===== src/sv/tlsrd_pkg.sv =====
// ----------------------------------------------------------------------------
// TLS record deframer package
// Shared types, codes and constants of the TLS record deframer.
// ----------------------------------------------------------------------------
package tlsrd_pkg;

  // Configuration register indexes.
  localparam int unsigned CFG_IDX_W = 2;
  localparam logic [CFG_IDX_W-1:0] CFG_IDX_MAX_BODY_LEN  = 2'd0;
  localparam logic [CFG_IDX_W-1:0] CFG_IDX_MIN_MINOR_VER = 2'd1;
  localparam logic [CFG_IDX_W-1:0] CFG_IDX_MAX_MINOR_VER = 2'd2;
  localparam int unsigned CFG_DATA_W = 16;

  // Configuration reset values.
  localparam logic [15:0] MAX_BODY_LEN_RST  = 16'd16640;
  localparam logic [7:0]  MIN_MINOR_VER_RST = 8'd1;
  localparam logic [7:0]  MAX_MINOR_VER_RST = 8'd4;

  // Header checks.
  localparam logic [7:0] CONTENT_TYPE_LO = 8'd20;
  localparam logic [7:0] CONTENT_TYPE_HI = 8'd23;
  localparam logic [7:0] MAJOR_VERSION   = 8'd3;

  // Header store slots.
  localparam logic [1:0] HDR_IDX_TYPE   = 2'd0;
  localparam logic [1:0] HDR_IDX_MAJOR  = 2'd1;
  localparam logic [1:0] HDR_IDX_MINOR  = 2'd2;
  localparam logic [1:0] HDR_IDX_LEN_HI = 2'd3;

  typedef enum logic [1:0] {
    PHASE_HEADER = 2'd0,
    PHASE_BODY   = 2'd1,
    PHASE_DROP   = 2'd2
  } phase_t;

  typedef enum logic [1:0] {
    KIND_HEADER  = 2'd0,
    KIND_BODY    = 2'd1,
    KIND_INVALID = 2'd2
  } kind_t;

  typedef struct packed {
    logic [15:0] max_body_length;
    logic [7:0]  min_minor_version;
    logic [7:0]  max_minor_version;
  } cfg_t;

  typedef struct packed {
    kind_t       item_kind;
    logic [7:0]  content_type;
    logic [7:0]  minor_version;
    logic [15:0] body_length;
    logic [7:0]  body_byte;
    logic        record_last;
  } res_t;

  typedef struct packed {
    phase_t      phase;
    logic [15:0] body_remaining;
  } stat_t;

endpackage


===== src/sv/tlsrd_in_if.sv =====
// ----------------------------------------------------------------------------
// TLS record deframer input channel
// Valid/ready channel that carries one raw stream byte per request.
// ----------------------------------------------------------------------------
interface tlsrd_in_if;
  logic       valid;
  logic       ready;
  logic [7:0] stream_byte;

  modport source (output valid, output stream_byte, input ready);
  modport sink   (input valid, input stream_byte, output ready);
endinterface


===== src/sv/tlsrd_out_if.sv =====
// ----------------------------------------------------------------------------
// TLS record deframer result channel
// Valid/ready channel that carries one header, body or invalid result.
// ----------------------------------------------------------------------------
interface tlsrd_out_if;
  logic        valid;
  logic        ready;
  logic [1:0]  item_kind;
  logic [7:0]  content_type;
  logic [7:0]  minor_version;
  logic [15:0] body_length;
  logic [7:0]  body_byte;
  logic        record_last;

  modport source (
    output valid, output item_kind, output content_type, output minor_version,
    output body_length, output body_byte, output record_last, input ready
  );
  modport sink (
    input valid, input item_kind, input content_type, input minor_version,
    input body_length, input body_byte, input record_last, output ready
  );
endinterface


===== src/sv/tlsrd_cfg_regs.sv =====
// ----------------------------------------------------------------------------
// TLS record deframer configuration registers
// Holds the length limit and the minor version bounds.
// ----------------------------------------------------------------------------
module tlsrd_cfg_regs (
  input  logic                               clk,
  input  logic                               rst_n,
  input  logic                               cfg_we,
  input  logic [tlsrd_pkg::CFG_IDX_W-1:0]    cfg_index,
  input  logic [tlsrd_pkg::CFG_DATA_W-1:0]   cfg_wdata,
  output tlsrd_pkg::cfg_t                    cfg
);

  tlsrd_pkg::cfg_t cfg_r;
  tlsrd_pkg::cfg_t cfg_nxt;

  always_comb begin
    cfg_nxt = cfg_r;
    if (cfg_we) begin
      unique case (cfg_index)
        tlsrd_pkg::CFG_IDX_MAX_BODY_LEN:  cfg_nxt.max_body_length   = cfg_wdata;
        tlsrd_pkg::CFG_IDX_MIN_MINOR_VER: cfg_nxt.min_minor_version = cfg_wdata[7:0];
        tlsrd_pkg::CFG_IDX_MAX_MINOR_VER: cfg_nxt.max_minor_version = cfg_wdata[7:0];
        default: ;  // Writes beyond the register list are ignored.
      endcase
    end
  end

  always_ff @(posedge clk) begin
    if (!rst_n) begin
      cfg_r.max_body_length   <= tlsrd_pkg::MAX_BODY_LEN_RST;
      cfg_r.min_minor_version <= tlsrd_pkg::MIN_MINOR_VER_RST;
      cfg_r.max_minor_version <= tlsrd_pkg::MAX_MINOR_VER_RST;
    end else begin
      cfg_r <= cfg_nxt;
    end
  end

  assign cfg = cfg_r;

endmodule


===== src/sv/tlsrd_parser.sv =====
// ----------------------------------------------------------------------------
// TLS record deframer parser
// Record state and the single-pass header check and body count.
// ----------------------------------------------------------------------------
module tlsrd_parser (
  input  logic              clk,
  input  logic              rst_n,
  input  logic              step,
  input  logic [7:0]        stream_byte,
  input  tlsrd_pkg::cfg_t   cfg,
  output logic              res_valid,
  output tlsrd_pkg::res_t   res,
  output tlsrd_pkg::stat_t  stat
);

  tlsrd_pkg::phase_t phase_r, phase_nxt;
  logic [2:0]        pos_r, pos_nxt;
  logic [15:0]       rem_r, rem_nxt;
  logic [7:0]        hdr_r [4];

  logic              hdr_we;
  logic [1:0]        hdr_widx;
  logic [15:0]       hdr_len;
  logic [15:0]       rem_dec;
  logic              hdr_ok;

  always_comb begin
    hdr_len = {hdr_r[tlsrd_pkg::HDR_IDX_LEN_HI], stream_byte};
    rem_dec = rem_r - 16'd1;
    hdr_ok  = (hdr_r[tlsrd_pkg::HDR_IDX_TYPE] >= tlsrd_pkg::CONTENT_TYPE_LO)
           && (hdr_r[tlsrd_pkg::HDR_IDX_TYPE] <= tlsrd_pkg::CONTENT_TYPE_HI)
           && (hdr_r[tlsrd_pkg::HDR_IDX_MAJOR] == tlsrd_pkg::MAJOR_VERSION)
           && (hdr_r[tlsrd_pkg::HDR_IDX_MINOR] >= cfg.min_minor_version)
           && (hdr_r[tlsrd_pkg::HDR_IDX_MINOR] <= cfg.max_minor_version)
           && (hdr_len <= cfg.max_body_length);

    phase_nxt = phase_r;
    pos_nxt   = pos_r;
    rem_nxt   = rem_r;
    hdr_we    = 1'b0;
    hdr_widx  = pos_r[1:0];
    res_valid = 1'b0;
    res.item_kind     = tlsrd_pkg::KIND_HEADER;
    res.content_type  = hdr_r[tlsrd_pkg::HDR_IDX_TYPE];
    res.minor_version = hdr_r[tlsrd_pkg::HDR_IDX_MINOR];
    res.body_length   = hdr_len;
    res.body_byte     = 8'd0;
    res.record_last   = 1'b0;

    unique case (phase_r)
      tlsrd_pkg::PHASE_HEADER: begin
        if (!pos_r[2]) begin
          // Still collecting the first four header bytes.
          hdr_we  = 1'b1;
          pos_nxt = pos_r + 3'd1;
        end else begin
          // Fifth byte completes the length; check the whole header now.
          pos_nxt   = 3'd0;
          res_valid = 1'b1;
          if (!hdr_ok) begin
            phase_nxt       = tlsrd_pkg::PHASE_DROP;
            res.item_kind   = tlsrd_pkg::KIND_INVALID;
            res.record_last = 1'b1;
          end else begin
            // The major version slot now keeps the low length byte.
            hdr_we   = 1'b1;
            hdr_widx = tlsrd_pkg::HDR_IDX_MAJOR;
            if (hdr_len == 16'd0) begin
              res.record_last = 1'b1;
            end else begin
              rem_nxt   = hdr_len;
              phase_nxt = tlsrd_pkg::PHASE_BODY;
            end
          end
        end
      end
      tlsrd_pkg::PHASE_BODY: begin
        rem_nxt         = rem_dec;
        res_valid       = 1'b1;
        res.item_kind   = tlsrd_pkg::KIND_BODY;
        res.body_length = {hdr_r[tlsrd_pkg::HDR_IDX_LEN_HI], hdr_r[tlsrd_pkg::HDR_IDX_MAJOR]};
        res.body_byte   = stream_byte;
        if (rem_dec == 16'd0) begin
          res.record_last = 1'b1;
          phase_nxt       = tlsrd_pkg::PHASE_HEADER;
          pos_nxt         = 3'd0;
        end
      end
      default: ;  // Dropped: every byte is discarded until reset.
    endcase
  end

  always_ff @(posedge clk) begin
    if (!rst_n) begin
      phase_r <= tlsrd_pkg::PHASE_HEADER;
      pos_r   <= 3'd0;
      rem_r   <= 16'd0;
    end else if (step) begin
      phase_r <= phase_nxt;
      pos_r   <= pos_nxt;
      rem_r   <= rem_nxt;
    end
  end

  always_ff @(posedge clk) begin
    if (step && hdr_we) begin
      hdr_r[hdr_widx] <= stream_byte;
    end
  end

  assign stat.phase          = phase_r;
  assign stat.body_remaining = rem_r;

endmodule


===== src/sv/tls_record_deframer_core.sv =====
// ----------------------------------------------------------------------------
// TLS record deframer core
// Splits a TLS byte stream into header, body and invalid-header results.
// ----------------------------------------------------------------------------
// The block takes one stream byte per request and sustains one byte per
// clock as long as the result side keeps taking results. A byte is held in
// the input register and is parsed in one pass against the record state.
// Its result (if any) is loaded into the output register once that
// register is free to take it, and is offered from there. The record state
// update (header collect, length check, body countdown) is made in the same
// pass. The first four header bytes give no result; the fifth gives either a
// header result or an invalid result, and each body byte gives one body
// result with record_last on the final one. After an invalid header the
// block keeps taking bytes but drops them all until reset. Configuration
// writes are registered and are meant to be made while idle.
// ----------------------------------------------------------------------------
module tls_record_deframer_core (
  input  logic                              clk,
  input  logic                              rst_n,
  tlsrd_in_if.sink                          in_chan,
  tlsrd_out_if.source                       out_chan,
  input  logic                              cfg_we,
  input  logic [tlsrd_pkg::CFG_IDX_W-1:0]   cfg_index,
  input  logic [tlsrd_pkg::CFG_DATA_W-1:0]  cfg_wdata
);

  tlsrd_pkg::cfg_t  cfg;
  tlsrd_pkg::res_t  res;
  tlsrd_pkg::stat_t stat;
  logic             res_valid;

  // Input register.
  logic       in_valid_r, in_valid_nxt;
  logic [7:0] in_byte_r;

  // Output register.
  logic            out_valid_r, out_valid_nxt;
  tlsrd_pkg::res_t out_res_r;

  logic out_free;
  logic step;

  // The parser advances whenever it holds a byte and the output register
  // can take whatever result that byte produces this cycle.
  assign out_free = !out_valid_r || out_chan.ready;
  assign step     = in_valid_r && out_free;

  // A new request is taken when the input register is empty or drains now.
  assign in_chan.ready = !in_valid_r || step;

  always_comb begin
    in_valid_nxt = in_valid_r;
    if (in_chan.ready) begin
      in_valid_nxt = in_chan.valid;
    end
  end

  always_comb begin
    out_valid_nxt = out_valid_r && !out_chan.ready;
    if (step) begin
      out_valid_nxt = res_valid;
    end
  end

  always_ff @(posedge clk) begin
    if (!rst_n) begin
      in_valid_r  <= 1'b0;
      out_valid_r <= 1'b0;
    end else begin
      in_valid_r  <= in_valid_nxt;
      out_valid_r <= out_valid_nxt;
    end
  end

  always_ff @(posedge clk) begin
    if (in_chan.ready && in_chan.valid) begin
      in_byte_r <= in_chan.stream_byte;
    end
    if (step && res_valid) begin
      out_res_r <= res;
    end
  end

  tlsrd_cfg_regs u_cfg_regs (
    .clk       (clk),
    .rst_n     (rst_n),
    .cfg_we    (cfg_we),
    .cfg_index (cfg_index),
    .cfg_wdata (cfg_wdata),
    .cfg       (cfg)
  );

  tlsrd_parser u_parser (
    .clk         (clk),
    .rst_n       (rst_n),
    .step        (step),
    .stream_byte (in_byte_r),
    .cfg         (cfg),
    .res_valid   (res_valid),
    .res         (res),
    .stat        (stat)
  );

  assign out_chan.valid         = out_valid_r;
  assign out_chan.item_kind     = out_res_r.item_kind;
  assign out_chan.content_type  = out_res_r.content_type;
  assign out_chan.minor_version = out_res_r.minor_version;
  assign out_chan.body_length   = out_res_r.body_length;
  assign out_chan.body_byte     = out_res_r.body_byte;
  assign out_chan.record_last   = out_res_r.record_last;

  // Once an invalid result has been taken, the block never offers another.
  a_invalid_is_terminal: assert property (@(posedge clk) disable iff (!rst_n)
    (out_valid_r && out_chan.ready && out_res_r.item_kind == tlsrd_pkg::KIND_INVALID)
    |=> !out_valid_r)
    else $error("result offered after an invalid header");

  // In the body phase at least one body byte is always still owed.
  a_body_count_nonzero: assert property (@(posedge clk) disable iff (!rst_n)
    (stat.phase == tlsrd_pkg::PHASE_BODY) |-> (stat.body_remaining != 16'd0))
    else $error("body phase with no body bytes remaining");

  // An invalid header always closes its record.
  a_invalid_closes_record: assert property (@(posedge clk) disable iff (!rst_n)
    (out_valid_r && out_res_r.item_kind == tlsrd_pkg::KIND_INVALID)
    |-> out_res_r.record_last)
    else $error("invalid result without record_last");

endmodule

===== src/flat_wrapper.sv =====
// flat-port wrapper written by rule: the top's interface ports become plain ports
module tls_record_deframer_core_flat 
  (clk, rst_n, cfg_we, cfg_index, cfg_wdata, in_chan_valid, in_chan_stream_byte, in_chan_ready, out_chan_valid, out_chan_item_kind, out_chan_content_type, out_chan_minor_version, out_chan_body_length, out_chan_body_byte, out_chan_record_last, out_chan_ready);
  tlsrd_in_if in_chan_i ();
  tlsrd_out_if out_chan_i ();
  input  logic clk;
  input  logic rst_n;
  input  logic cfg_we;
  input  logic [tlsrd_pkg::CFG_IDX_W-1:0] cfg_index;
  input  logic [tlsrd_pkg::CFG_DATA_W-1:0] cfg_wdata;
  input wire logic [$bits(in_chan_i.valid)-1:0] in_chan_valid;
  input wire logic [$bits(in_chan_i.stream_byte)-1:0] in_chan_stream_byte;
  output wire logic [$bits(in_chan_i.ready)-1:0] in_chan_ready;
  output wire logic [$bits(out_chan_i.valid)-1:0] out_chan_valid;
  output wire logic [$bits(out_chan_i.item_kind)-1:0] out_chan_item_kind;
  output wire logic [$bits(out_chan_i.content_type)-1:0] out_chan_content_type;
  output wire logic [$bits(out_chan_i.minor_version)-1:0] out_chan_minor_version;
  output wire logic [$bits(out_chan_i.body_length)-1:0] out_chan_body_length;
  output wire logic [$bits(out_chan_i.body_byte)-1:0] out_chan_body_byte;
  output wire logic [$bits(out_chan_i.record_last)-1:0] out_chan_record_last;
  input wire logic [$bits(out_chan_i.ready)-1:0] out_chan_ready;
  assign in_chan_i.valid = in_chan_valid;
  assign in_chan_i.stream_byte = in_chan_stream_byte;
  assign in_chan_ready = in_chan_i.ready;
  assign out_chan_valid = out_chan_i.valid;
  assign out_chan_item_kind = out_chan_i.item_kind;
  assign out_chan_content_type = out_chan_i.content_type;
  assign out_chan_minor_version = out_chan_i.minor_version;
  assign out_chan_body_length = out_chan_i.body_length;
  assign out_chan_body_byte = out_chan_i.body_byte;
  assign out_chan_record_last = out_chan_i.record_last;
  assign out_chan_i.ready = out_chan_ready;
  tls_record_deframer_core u_core (.clk(clk), .rst_n(rst_n), .in_chan(in_chan_i), .out_chan(out_chan_i), .cfg_we(cfg_we), .cfg_index(cfg_index), .cfg_wdata(cfg_wdata));
endmodule

===== config.mk =====
export PLATFORM = sky130hd
export DESIGN_NAME = tls_record_deframer_core_flat
export DESIGN_NICKNAME = d
export VERILOG_FILES = /design/src/sv/tlsrd_pkg.sv /design/src/sv/tlsrd_in_if.sv /design/src/sv/tlsrd_out_if.sv /design/src/sv/tlsrd_cfg_regs.sv /design/src/sv/tlsrd_parser.sv /design/src/sv/tls_record_deframer_core.sv /design/src/flat_wrapper.sv
export SDC_FILE = /design/constraint.sdc
export NUM_CORES = 1
export LEC_CHECK = 0
export BUFFER_PORTS_ARGS = -buffer_cell sky130_fd_sc_hd__buf_2
export CORE_MARGIN = 4
export CORE_UTILIZATION = 24
export CTS_CLUSTER_DIAMETER = 100
export DETAILED_ROUTE_END_ITERATION = 16
export REMOVE_ABC_BUFFERS = 1
export SETUP_SLACK_MARGIN = 0.15
export SLEW_MARGIN = 10
export SYNTH_ARGS = -nofsm -noshare
export SYNTH_HDL_FRONTEND = slang
export SYNTH_SLANG_ARGS = --single-unit

===== constraint.sdc =====
create_clock -name clk -period 6 [get_ports clk]
set_clock_uncertainty 0.05 [all_clocks]
set_input_delay 1.2 -clock clk [delete_from_list [all_inputs] [get_ports clk]]
set_output_delay 1.2 -clock clk [all_outputs]
set_load 0.05 [all_outputs]

After elaboration in Yosys (flattened, before gate mapping). Memories as Yosys holds them, arrays and structs flattened. Index checks and enable logic that the tools add are counted. W data, S select, Z words.

Bits in registers: 106. Memory bits (writable): 32. Input port bits: 31. Output and inout bits: 45. Word-level logic and storage cells: 90. Memories kept: 1.

Add/subtract/negate cells: 2. $lt $le $gt $ge: 5. Equal/unequal tests: 9. Multiplexer cells: 32. Reductions and logical operators: 26.

Memories: u_core.u_parser.hdr_r (words 4, bits a word 8, rd ports 4, clocked after memory_dff 0, wr ports 1, RTL line tlsrd_parser.sv:19) `logic [7:0] hdr_r [4];`.

Operators by type and width (count): $mux W16 (4); $logic_not A16 Y1 (2); $pmux W16 S2 (1); $mux W2 (9); $le A16 B16 Y1 (1); $sub A16 B1 Y16 const B (1); $mux W1 (11); $logic_and A1 B1 Y1 (10); $reduce_and A5 Y1 (2); $eq A8 B2 Y1 const B (1); $ge A8 B5 Y1 const B (1); $ge A8 B8 Y1 (1); $le A8 B5 Y1 const B (1); $le A8 B8 Y1 (1); $ne A2 B2 Y1 const B (4); $pmux W2 S2 (2); $mux W3 (2); $pmux W3 S2 (1); $reduce_and A2 Y1 (3); $eq A2 B1 Y1 const B (2); $logic_not A2 Y1 (2); $pmux W1 S2 (2); $add A3 B1 Y3 const B (1); $logic_not A1 Y1 (3); other kinds (5) (6).

Depth between registers and ports, before layout.
Word-level depth: 12. Depth in mapped cells: 11. Gate-level depth less buffers: 9.

Cells and area by module. From an unflattened synthesis, not the netlist that was laid out.

Cells, all modules: 618. Area total of the unflattened synthesis: 6671.4 sq um.

Modules (own cells, without submodules): tlsrd_parser (times used 1, cells each 429, area an instance 3772.4 sq um, sequential area each 1381.3 sq um); tls_record_deframer_core (times used 1, cells each 64, area an instance 1644.1 sq um, sequential area each 1571.5 sq um); tlsrd_cfg_regs (times used 1, cells each 125, area an instance 1255.0 sq um, sequential area each 640.6 sq um).

Least setup slack after synthesis. Ideal clock, no wire load.

Path type: input -> register. Start: in out_chan_ready. End: reg u_core.u_parser.rem_r[14]. Library setup time: 119 ps. Arrival: 4943 ps. Data required time: 5831 ps. Slack: 888 ps. Stages: 9. Path buffers: 2. Path through: nor2b_1 > nand2b_1 > or2_2 > clkbuf_1 > nor2_1 > o2111ai_4 > and2_4 > buf_6 > o221a_2.

Word-level cells in the longest chain between the ends: 3.

RTL lines: start: declaration (RTL line flat_wrapper.sv:21) `input wire logic [$bits(out_chan_i.ready)-1:0] out_chan_ready;`; $logic_or A1 B1 Y1 (RTL line tls_record_deframer_core.sv:45) `assign out_free = !out_valid_r || out_chan.ready;`; $logic_and A1 B1 Y1 (RTL line tls_record_deframer_core.sv:46) `assign step = in_valid_r && out_free;`; $reduce_and A5 Y1 (no line); end signal: assignment (RTL line tlsrd_parser.sv:101) `rem_r <= rem_nxt;`; end: declaration (RTL line tlsrd_parser.sv:18) `logic [15:0] rem_r, rem_nxt;`.

Every way passes these cells. A chain may end at the register's enable or synchronous reset.

Final worst setup path.
Start: reg u_core.in_byte_r[5]. End: mem u_core.u_parser.hdr_r[1][5] (enable).

Word-level cells in the longest chain between the ends: 8. Elaborated cells on any way between the ends: 11. Those cells by class: order compare: 1; mux: 8; reduce/logical: 2.

RTL lines: start: declaration (RTL line tls_record_deframer_core.sv:34) `logic [7:0] in_byte_r;`; start signal: assignment (RTL line tls_record_deframer_core.sv:77) `in_byte_r <= in_chan.stream_byte;`; $le A16 B16 Y1 (*) (RTL line tlsrd_parser.sv:35) `&& (hdr_len <= cfg.max_body_length);`; $logic_and A1 B1 Y1 (*) (RTL line tlsrd_parser.sv:35); $mux W1 (RTL line tlsrd_parser.sv:60) `if (!hdr_ok) begin`; $mux W1 (RTL line tlsrd_parser.sv:52) `if (!pos_r[2]) begin`; $mux W1 (RTL line tlsrd_parser.sv:50) `unique case (phase_r)`; $logic_and A1 B1 Y1 (RTL line tlsrd_parser.sv:106) `if (step && hdr_we) begin`; $mux W1 (RTL line tlsrd_parser.sv:106); $mux W1 (implied by the code) (RTL line tlsrd_parser.sv:107) `hdr_r[hdr_widx] <= stream_byte;`; end: declaration (RTL line tlsrd_parser.sv:19).

Every way passes the cells marked *; elsewhere a longest branch is shown, timed or not.

==> run metrics <==
status complete, no violations; worst hold endpoint u_core.out_chan.content_type[1]; Overall Global Routing Usage 11.1%; maxcap violations 0; initial core utilization 24.3%; largest cells by area after synthesis edfxtp_1 (39%), dfxtp_1 (17%), ha_1 (6.9%); critical path's slowest cell nor3_1; CP endpoint kind register; Reg clk slew, reported paths 60 ps; Die Y 171 um; Required @ worst endpoint 5990 ps; Clk Latency, worst-skew pair 430 ps; initial antenna violation count 0; Peak Freq 297 MHz; dpl hpwl 11100 um; n_diodes 0; Post-Route WL 16100 um; DR vias/cell 4.55; worst slack, placed 2230 ps; DR vias 4588; Setup-failing EPs final 0; Initial DRT Pass Iterations 5; largest net degree at the start of global routing 71; crit-path cells ha_1 > a21oi_1 > o21ai_0 > a221oi_1 > o211a_1 > or2_0 > a31oi_1 > nor3_1; Slew Viols, Final 0; Setup WS post-layout 2630 ps; cells after synthesis 590; final-report hold violation count 0; hold wc startpoint u_core.u_parser.hdr_r[0][1]; die width 171 um; leading cell types in the layout, fill and taps excluded nand2_1 (103), edfxtp_1 (83), buf_2 (75), dfxtp_1 (55), inv_1 (37); post-synthesis cell area 6340 um^2; Most used DFF post-synth edfxtp_1; total CTS buffers 17; first-pass GRT wire length 24800 um; FF-to-FF Start u_core.in_byte_r[5]; most common cell after layout, fill and taps aside nand2_1; Cell Rows 59; final net count 726; Ports 76; CTS Sinks 138; cell count after placement 976; Static Leak 2.94 nW; Slew @ Worst Pin 1220 ps; Final ANT Viol Nets 0; CTS Root Cell clkbuf_16; Placer Congestion 0.819; Avg Synthesized Cell Area 10.8 um^2; core footprint 26100 um^2; # H-tree levels 4; Yosys cell types 57; power per cell area 280 nW/um^2; RR Endpoint u_core.u_parser.hdr_r[1][5]; critical path class register to register; CP startpoint u_core.in_byte_r[5]; post-DR wirelength/cell 16.0 um; final period utilization 56.2%; fin crit period 3370 ps; share of cells above drive strength 1 18.6%; GRT overflow 0; DR iter-0 viols 360; Area growth, synth to finish 20.2%; Post-synth EDFFs 83; crit-path max cell delay 830 ps; Max VDD drop 0.179 mV; YS warnings 0; r2r setup slk 2630 ps; hold_buf cts 0; Synth top area share 39.3%; clk buf depth 2; PortBufs 75; Rel. slew slack 18.6%; # resized after CTS 0; Worst setup SP type register; Hold Crit Class register to register; number of synthesized register bits 138; Post-CTS Setup Repair Bufs 0; cell taking the most area after synthesis edfxtp_1; RSZ-0062 raised after global routing no; total negative slack 0 ps; Finished Layout Cells 1008; vias in the first global route 4404; TritonCTS clock tree built; Post-synth ARST share 0%; R2R depth 8; register area share after synthesis 56.6%; Critical Path AT 3360 ps; Die Area 29100 um^2; final hold slack 368 ps; WHS Path Cells 0; CP max FO 8; Remaining DRCs 0
[kinds of logic (layout without fill, tap and decap cells)]
| kind of cell | Yosys count | after routing | share of synthesized area, % |
|---|---|---|---|
| xor+xnor | 5 | 5 | 0.690 |
| simple gates | 221 | 221 | 17.1 |
| compound gates | 111 | 111 | 12.2 |
| fa+ha+maj | 35 | 35 | 6.90 |
| flops | 138 | 138 | 56.6 |
| buf+inv | 65 | 148 | 4.08 |
| mux | 15 | 15 | 2.37 |
[worst max-delay path: cells and delay by family (launching register included)]
kind            cells  cell delay [ps]
simple gates        2             1120
compound gates      5              870
flops               1              570
fa+ha+maj           1              380
[metrics by stage]
stage | total power, mW | utilization, % | instance area [um^2]
6_report | 2.14 | 29.3 | 7630
2_1_floorplan | 1.11 | - | 6230
4_1_cts | 2.16 | 29.3 | 7630
3_3_place_gp | 1.15 | 27.1 | 7060
5_1_grt | 2.22 | 29.3 | 7630
3_5_place_dp | 1.15 | 27.1 | 7060
[synth_stat cells (all sizes together), types with 13 or more instances]
cell	count
o22ai	13
mux2i	15
o21ai	14
nor2b	18
a21boi	16
edfxtp	83
ha	35
nor2	28
inv	37
dfxtp	55
a21oi	27
clkbuf	22
nand2	103
[power by group]
part	internal, mW	total, mW	switching (mW)
registers	1.02	1.04	0.0225
logic	0.0363	0.0885	0.0522
clock network	0.577	1.00	0.427
[final cells by class]
type	count	area [um^2]
Clock buffer	17	425
Multi-Input combinational cell	387	2500
Sequential cell	138	3590
Fill cell	2699	18400
Inverter	38	143
Tap cell	335	419
Clock inverter	15	144
Timing Repair Buffer	78	398
[layer usage]
layer	global-route usage, %	wire (um)
met5	0	0
met4	3.78	303
met3	2.68	820
met2	18.1	7590
met1	14.5	7370
[state kept, by name (all words and copies together), names as in the netlist, 2 cells and up]
| name | count |
|---|---|
| u_core.out_chan.body_byte | 8 |
| u_core.u_parser.pos_r | 3 |
| u_core.in_byte_r | 8 |
| u_core.out_chan.item_kind | 2 |
| u_core.u_parser.rem_r | 16 |
| u_core.out_chan.body_length | 16 |
| u_core.out_chan.content_type | 8 |
| u_core.u_cfg_regs.cfg | 32 |
| u_core.u_parser.phase_r | 2 |
| u_core.u_parser.hdr_r | 32 |
| u_core.out_chan.minor_version | 8 |
[worst max-delay path by stage]
| stage | cells past startpoint | to | slack, ps |
|---|---|---|---|
| global placement | 6 | u_core.u_parser.hdr_r[0][3] | 2340 |
| detailed placement | 6 | u_core.u_parser.hdr_r[0][7] | 2230 |
| CTS | 8 | u_core.u_parser.hdr_r[1][5] | 2580 |
| global route | 6 | u_core.u_parser.hdr_r[1][5] | 2400 |
| finish | 8 | u_core.u_parser.hdr_r[1][5] | 2630 |
| floorplan | 7 | u_core.u_parser.rem_r[14] | 780 |
Power figures use the tool's default switching activity.
